===== src/sv/pdbf_pkg.sv =====
// shared constants and the arctangent table of the pose delta to body frame unit
`default_nettype none

package pdbf_pkg;

    localparam int CORDIC_STEPS = 30;
    localparam int ANG_BITS     = 32;
    localparam int CS_WIDTH     = 34;
    localparam int FRAC_BITS    = 30;

    localparam logic signed [CS_WIDTH-1:0] INV_GAIN = 34'sd652032874;

    function automatic logic signed [CS_WIDTH-1:0] atan_entry(input int unsigned idx);
        logic signed [CS_WIDTH-1:0] v;
        case (idx)
            0:       v = 34'sd536870912;
            1:       v = 34'sd316933406;
            2:       v = 34'sd167458907;
            3:       v = 34'sd85004756;
            4:       v = 34'sd42667331;
            5:       v = 34'sd21354465;
            6:       v = 34'sd10679838;
            7:       v = 34'sd5340245;
            8:       v = 34'sd2670163;
            9:       v = 34'sd1335087;
            10:      v = 34'sd667544;
            11:      v = 34'sd333772;
            12:      v = 34'sd166886;
            13:      v = 34'sd83443;
            14:      v = 34'sd41722;
            15:      v = 34'sd20861;
            16:      v = 34'sd10430;
            17:      v = 34'sd5215;
            18:      v = 34'sd2608;
            19:      v = 34'sd1304;
            20:      v = 34'sd652;
            21:      v = 34'sd326;
            22:      v = 34'sd163;
            23:      v = 34'sd81;
            24:      v = 34'sd41;
            25:      v = 34'sd20;
            26:      v = 34'sd10;
            27:      v = 34'sd5;
            28:      v = 34'sd3;
            29:      v = 34'sd1;
            default: v = '0;
        endcase
        return v;
    endfunction

endpackage

`default_nettype wire


===== src/sv/pdbf_prep.sv =====
// input stage: world displacement, cordic start angle with half turn fold, heading change
`default_nettype none

module pdbf_prep #(
    parameter int COORD_WIDTH = 32,
    parameter int ANGLE_WIDTH = 16
) (
    input  wire logic                                 i_clk,
    input  wire logic                                 i_rst_n,
    input  wire logic                                 i_valid,
    output logic                                      o_stall,
    input  wire logic signed [COORD_WIDTH-1:0]        i_prev_x,
    input  wire logic signed [COORD_WIDTH-1:0]        i_prev_y,
    input  wire logic signed [ANGLE_WIDTH-1:0]        i_prev_heading,
    input  wire logic signed [COORD_WIDTH-1:0]        i_cur_x,
    input  wire logic signed [COORD_WIDTH-1:0]        i_cur_y,
    input  wire logic signed [ANGLE_WIDTH-1:0]        i_cur_heading,
    output logic                                      o_valid,
    input  wire logic                                 i_stall,
    output logic signed [COORD_WIDTH:0]               o_dx,
    output logic signed [COORD_WIDTH:0]               o_dy,
    output logic signed [pdbf_pkg::CS_WIDTH-1:0]      o_z,
    output logic                                      o_flip,
    output logic signed [ANGLE_WIDTH-1:0]             o_turn
);

    localparam int DW = COORD_WIDTH + 1;

    logic                                  r_valid;
    logic                                  w_adv;
    logic [pdbf_pkg::ANG_BITS-1:0]         w_ang;
    logic signed [DW-1:0]                  n_dx, n_dy;
    logic signed [pdbf_pkg::CS_WIDTH-1:0]  n_z;
    logic                                  n_flip;
    logic signed [ANGLE_WIDTH-1:0]         n_turn;
    logic signed [DW-1:0]                  r_dx, r_dy;
    logic signed [pdbf_pkg::CS_WIDTH-1:0]  r_z;
    logic                                  r_flip;
    logic signed [ANGLE_WIDTH-1:0]         r_turn;

    assign w_adv   = !r_valid || !i_stall;
    assign o_stall = !w_adv;
    assign o_valid = r_valid;

    always_comb begin
        w_ang  = pdbf_pkg::ANG_BITS'(i_prev_heading) << (pdbf_pkg::ANG_BITS - ANGLE_WIDTH);
        n_dx   = DW'(i_cur_x) - DW'(i_prev_x);
        n_dy   = DW'(i_cur_y) - DW'(i_prev_y);
        // second and third quadrant fold by a half turn
        n_flip = w_ang[pdbf_pkg::ANG_BITS-1] ^ w_ang[pdbf_pkg::ANG_BITS-2];
        n_z    = pdbf_pkg::CS_WIDTH'($signed({w_ang[pdbf_pkg::ANG_BITS-2],
                                              w_ang[pdbf_pkg::ANG_BITS-2:0]}));
        n_turn = i_cur_heading - i_prev_heading;
    end

    always_ff @(posedge i_clk) begin
        if (!i_rst_n) begin
            r_valid <= 1'b0;
        end else if (w_adv) begin
            r_valid <= i_valid;
        end
    end

    always_ff @(posedge i_clk) begin
        if (w_adv && i_valid) begin
            r_dx   <= n_dx;
            r_dy   <= n_dy;
            r_z    <= n_z;
            r_flip <= n_flip;
            r_turn <= n_turn;
        end
    end

    assign o_dx   = r_dx;
    assign o_dy   = r_dy;
    assign o_z    = r_z;
    assign o_flip = r_flip;
    assign o_turn = r_turn;

endmodule

`default_nettype wire


===== config.mk =====
export PLATFORM = sky130hd
export DESIGN_NAME = pdbf_prep
export DESIGN_NICKNAME = d
export VERILOG_FILES = /design/src/sv/pdbf_pkg.sv /design/src/sv/pdbf_prep.sv
export SDC_FILE = /design/constraint.sdc
export NUM_CORES = 1
export LEC_CHECK = 0
export BUFFER_PORTS_ARGS = -buffer_cell sky130_fd_sc_hd__buf_2
export CORE_MARGIN = 10
export CORE_UTILIZATION = 43
export CTS_CLUSTER_SIZE = 40
export DETAILED_ROUTE_END_ITERATION = 10
export PLACE_DENSITY = 0.72
export SETUP_SLACK_MARGIN = 0.5
export SYNTH_ARGS = -nofsm -noshare
export SYNTH_HDL_FRONTEND = slang
export SYNTH_SLANG_ARGS = --single-unit

===== constraint.sdc =====
create_clock -name i_clk -period 8.1 [get_ports i_clk]
set_clock_uncertainty 0.2 [all_clocks]
set_input_delay 2.025 -clock i_clk [delete_from_list [all_inputs] [get_ports i_clk]]
set_output_delay 2.025 -clock i_clk [all_outputs]
set_load 0.02 [all_outputs]

# Yosys cells after proc, flatten, opt, wreduce, memory -nomap -nowiden
# Cells that the tools add are included.
[word_totals]
input_bits = 164
reg_bits = 99
[op_classes]
bitwise_logic = 1
add_sub_neg = 3
reduce_logical = 5
[op_table]
columns = ["op", "count"]
rows = [
  ["32-bit by 32-bit subtractor with 33-bit output", 2],
  ["16-bit subtractor", 1],
  ["1-bit zero test", 3],
  ["1-bit logical AND", 1],
  ["1-bit logical OR", 1],
  ["1-bit XOR", 1],
]

# Logic depth before layout (Yosys ltp)
[depth]
ltp_word = 3
depth_mapped = 11
mapped_depth_nobuf = 11

# Least setup slack after synthesis
# No wires, ideal clock.
[synth_timing]
kind = "in2reg"
from = "input i_stall"
to = "register r_dx[0] (netlist: o_dx[0]), enable pin"
arrival_time_ps = 6595
n_path_buf = 0
setup_time_ps = 565
t_required_ps = 7335
stages = 2
setup_slack_ps = 739
cell_sequence = "and2_1 > nor2b_1"
[synth_via]
elab_chain_cells = 3
[synth_rtl]
columns = ["element", "line", "text"]
rows = [
  ["start: declaration", "pdbf_prep.sv:19", "input wire logic i_stall,"],
  ["1-bit zero test", "pdbf_prep.sv:41", "assign w_adv = !r_valid || !i_stall;"],
  ["1-bit logical OR", "pdbf_prep.sv:41", ""],
  ["1-bit logical AND", "pdbf_prep.sv:65", "if (w_adv && i_valid) begin"],
  ["end signal: assignment", "pdbf_prep.sv:66", "r_dx <= n_dx;"],
  ["end: declaration", "pdbf_prep.sv:36", "logic signed [DW-1:0] r_dx, r_dy;"],
]
# Every way passes these cells.
# A chain may end at the register's enable or synchronous reset.

# Final worst setup path
[layout_timing]
from = "input i_stall"
to = "output o_stall"
[layout_via]
elab_chain_cells = 3
[layout_rtl]
columns = ["element", "line", "text"]
rows = [
  ["1-bit zero test", "pdbf_prep.sv:41", ""],
  ["1-bit logical OR", "pdbf_prep.sv:41", ""],
  ["1-bit zero test", "pdbf_prep.sv:42", "assign o_stall = !w_adv;"],
  ["end: declaration", "pdbf_prep.sv:11", "output logic o_stall,"],
]
# Every way passes these cells.

==> summary.txt <==
Critical path
  • Critical Path Fanout Max: 3
  • CP Cell Sequence: buf_2 -> and2_1 -> buf_2
  • Crit-path max cell delay: between 0.15 and 0.2 ns
  • Critical path endpoint category: output port
  • Critical Path AT: 2.48 ns
  • Req. time, crit path: 5.88 ns
  • CP most frequent cell: buf_2
  • Buf/Inv on CP: 2
  • Setup crit start kind: input port
  • CP delay by family, top: buffers and inverters
  • CP Class: in -> out
  • Critical path's slowest cell: and2_1

Global route
  • Initial antenna violation count: 4
  • Number of global-route vias before repair: 6,163
  • Total global routing overflow: 0
  • Global-route wire length before repair: 30.4 mm
  • GRT Overall Usage: 16.6%
  • Largest net degree at the start of global routing: 61

Floorplan
  • I/O pin cnt: 283
  • Initial Utilization: 44.3%
  • Core region area: 0.0168 mm^2
  • Die X: around 150 um
  • Die Area: 0.0229 mm^2
  • Chip height: about 150 um
  • Site row count: 47

Clock network
  • Root Buffer: clkbuf_16
  • Clock Path Buffers: 2
  • CTS HTree Levels: 3
  • # Post-CTS Setup Buffers: 0
  • PostCTS Resize Cnt: 0
  • Clk slew on worst S/H paths: 0.06 ns
  • Num CTS Buffers: 9
  • Clock sinks: 99
  • Hold_buf cts: 0
  • CTS tree: yes
  • Clk_lat worst skew: 0.34 ns

Power
  • Combinational Power Share: 33.4%
  • Cell-internal power: 1110 uW
  • Seq pwr share: 40.6%
  • Clk pwr share: 26.0%
  • Psw: 530 uW
  • Power Dens Cells: 178 mW/mm^2
  • Switching Fraction: 32.4%
  • Max VDD drop: approximately 0.13 mV
  • Leak: between 0.004 and 0.005 uW

Finish
  • Layout Nets: around 1.3k
  • Final Util: 55.0%
  • Area delta synth->final: 24.2%
  • Layout cell share with drive strength beyond 1: 28.3%

Timing
  • RSZ-0062 raised after global routing: false
  • Final hold violations: 0
  • Final setup margin: 3.39 ns
  • Final Critical Period: approximately 4.7 ns
  • Setup TNS: 0 ns
  • Max Slew Vio Count: 0
  • Worst slew margin: 26.2%
  • Final setup violation count: 0
  • Max Clock Freq: roughly 210 MHz
  • Period utilisation layout: between 50% and 60%
  • Least-Margin Pin Slew: between 1 and 1.5 ns

Drt
  • Final wirelength: 20.1 mm
  • First DRT Iteration DRCs: 244
  • Via Count: 6,281
  • Post-DRT Antenna Nets: 0
  • DR pass1 iterations: 6
  • Wire per inst: 16.1 um
  • DRC violations left: 0
  • Vias/cell: 5.02

Outcome
  • Status: completed

Placement
  • DP Worst Slack: 3.11 ns
  • Hpwl dp: 16.9 mm
  • GP Congestion: 0.876
  • IO buf count: 266

Yosys
  • Syn Area/Cell: 9.81 um^2
  • Sequential share of the synthesized area: 39.9%
  • Post-synth design cell area: around 0.0074 mm^2
  • Cell taking the most area after synthesis: edfxtp_1
  • Yosys warning count: 0
  • Post-synth top area share: 39.6%
  • Ys flop type: edfxtp_1
  • EDFF count, synth: 98
  • Synth cell types: 64
  • Async SR Flop Fraction: 0%
  • Cells after synthesis: ~760
  • Yosys reg bits: 99
  • Ranking of synthesized cells by area: edfxtp_1 40%, ha_1 13%, xnor2_1 5.4%

Hold path
  • Worst Hold Class: reg -> reg

Job
  • Max-cap violations: 0
[cell usage after synthesis (all sizes together) (2+ instances only)]
| master | count |
|---|---|
| and3 | 13 |
| nand4 | 5 |
| a21o | 33 |
| nor2 | 51 |
| a311oi | 5 |
| a211oi | 5 |
| o2111ai | 4 |
| o311ai | 3 |
| ha | 79 |
| buf | 19 |
| xnor2 | 46 |
| o21a | 14 |
| nor2b | 10 |
| xor2 | 17 |
| mux2i | 2 |
| o21ai | 27 |
| a31o | 2 |
| or2 | 5 |
| edfxtp | 98 |
| or3 | 3 |
| nor4 | 2 |
| o31a | 6 |
| nand2 | 27 |
| a21boi | 2 |
| a21oi | 53 |
| nand3 | 15 |
| o21bai | 4 |
| o2111a | 3 |
| nor3 | 23 |
| and2 | 5 |
| o31ai | 3 |
| a211o | 3 |
| nand2b | 15 |
| fa | 3 |
| a31oi | 8 |
| clkbuf | 8 |
| and4 | 2 |
| a2111oi | 4 |
| nor3b | 2 |
| o211ai | 8 |
| inv | 103 |
[layout by cell type (no fill, tap or decap), types with 4 or more instances in the layout]
cell type / synthesis / routed
conb_1: 1 / 16
nor2_1: 51 / 51
o21a_1: 14 / 14
o21ai_0: 24 / 24
nand4_1: 5 / 5
o31a_1: 6 / 6
clkbuf_16: 0 / 9
o2111ai_1: 4 / 4
o211ai_1: 7 / 7
a211oi_1: 5 / 5
a21oi_1: 53 / 53
nand2_1: 27 / 27
a31oi_1: 8 / 8
o21bai_1: 4 / 4
and3_1: 13 / 13
inv_1: 103 / 103
a21o_1: 33 / 33
xnor2_1: 46 / 46
or2_2: 5 / 5
a311oi_1: 5 / 5
buf_2: 0 / 266
nor3_1: 23 / 23
and2_1: 5 / 5
nand2b_1: 15 / 15
nor2b_1: 10 / 9
xor2_1: 17 / 17
edfxtp_1: 98 / 98
ha_1: 79 / 79
nand3_1: 15 / 15
[routing by layer]
layer / global-route usage, % / vias to the layer above / wire (um)
met5: 0 / - / 32
met4: 5.15 / 4 / 340
met3: 4.06 / 26 / 1760
met2: 29.0 / 212 / 9720
met1: 19.5 / 2802 / 8260
li1: - / 3237 / -
[worst min-delay path: cells and delay by family, from the launching register on]
kind	cells	cell delay (ns)
flip-flops	1	0.31
AO/OA/AOI/OAI	1	0.13
AND/OR/NAND/NOR	1	0.20
[path summary, 6_finish.rpt]
kind | startpoint | end | slack [ns] | depth (start not counted)
worst min-delay path | o_valid | o_valid | 0.46 | 2
worst max register to register | o_valid | o_dx[20] | 5.37 | 3
worst max-delay path | i_stall | o_stall | 3.39 | 3
worst min register to register | o_valid | o_valid | 0.46 | 2
[power by group through the flow]
stage | Sequential (uW) | Combinational (uW) | Clock, uW
2_1_floorplan | 757 | 304 | 0
3_3_place_gp | 675 | 540 | 0
3_5_place_dp | 676 | 547 | 0
4_1_cts | 665 | 550 | 436
5_1_grt | 670 | 604 | 455
6_report | 664 | 547 | 426
[cell type report]
cell class	count	area, um^2
antenna	3	7.51
clock buffer	11	233
clock inverter	4	51.3
fill	1551	7540
inverter	103	387
multi-input combinational	543	3970
sequential	99	2960
tap	220	275
timing repair buffer	267	1340
[state kept, by name, summed over array words and instances (netlist names)]
| signal | cells |
|---|---|
| o_dx | 33 |
| o_dy | 33 |
| o_turn | 16 |
| o_z | 15 |
| o_flip | 1 |
| o_valid | 1 |
[cell families (layout without fill, tap and decap cells)]
kind of cell | Yosys count | count (layout) | synth area share (%)
adders and majority gates | 82 | 82 | 14.1
xor gates and xnor gates | 63 | 63 | 7.43
and+or+nand+nor | 181 | 181 | 12.2
buffers and inverters | 130 | 385 | 7.53
other | 1 | 19 | 0.0505
DFF | 99 | 99 | 39.9
AOI/OAI and AO/OA | 199 | 199 | 18.5
muxes | 2 | 2 | 0.270
[through the flow]
stage	power [uW]	hold slack, ns	area [um^2]	cells
final	1640	0.462	9220	1250
after global routing	1730	0.524	9220	1247
after CTS	1650	0.470	9220	1247
after detailed placement	1220	0.455	8930	1232
after global placement	1220	0.453	8930	1232
after floorplan	1060	0.630	7480	772
Power figures use the tool's default switching activity.
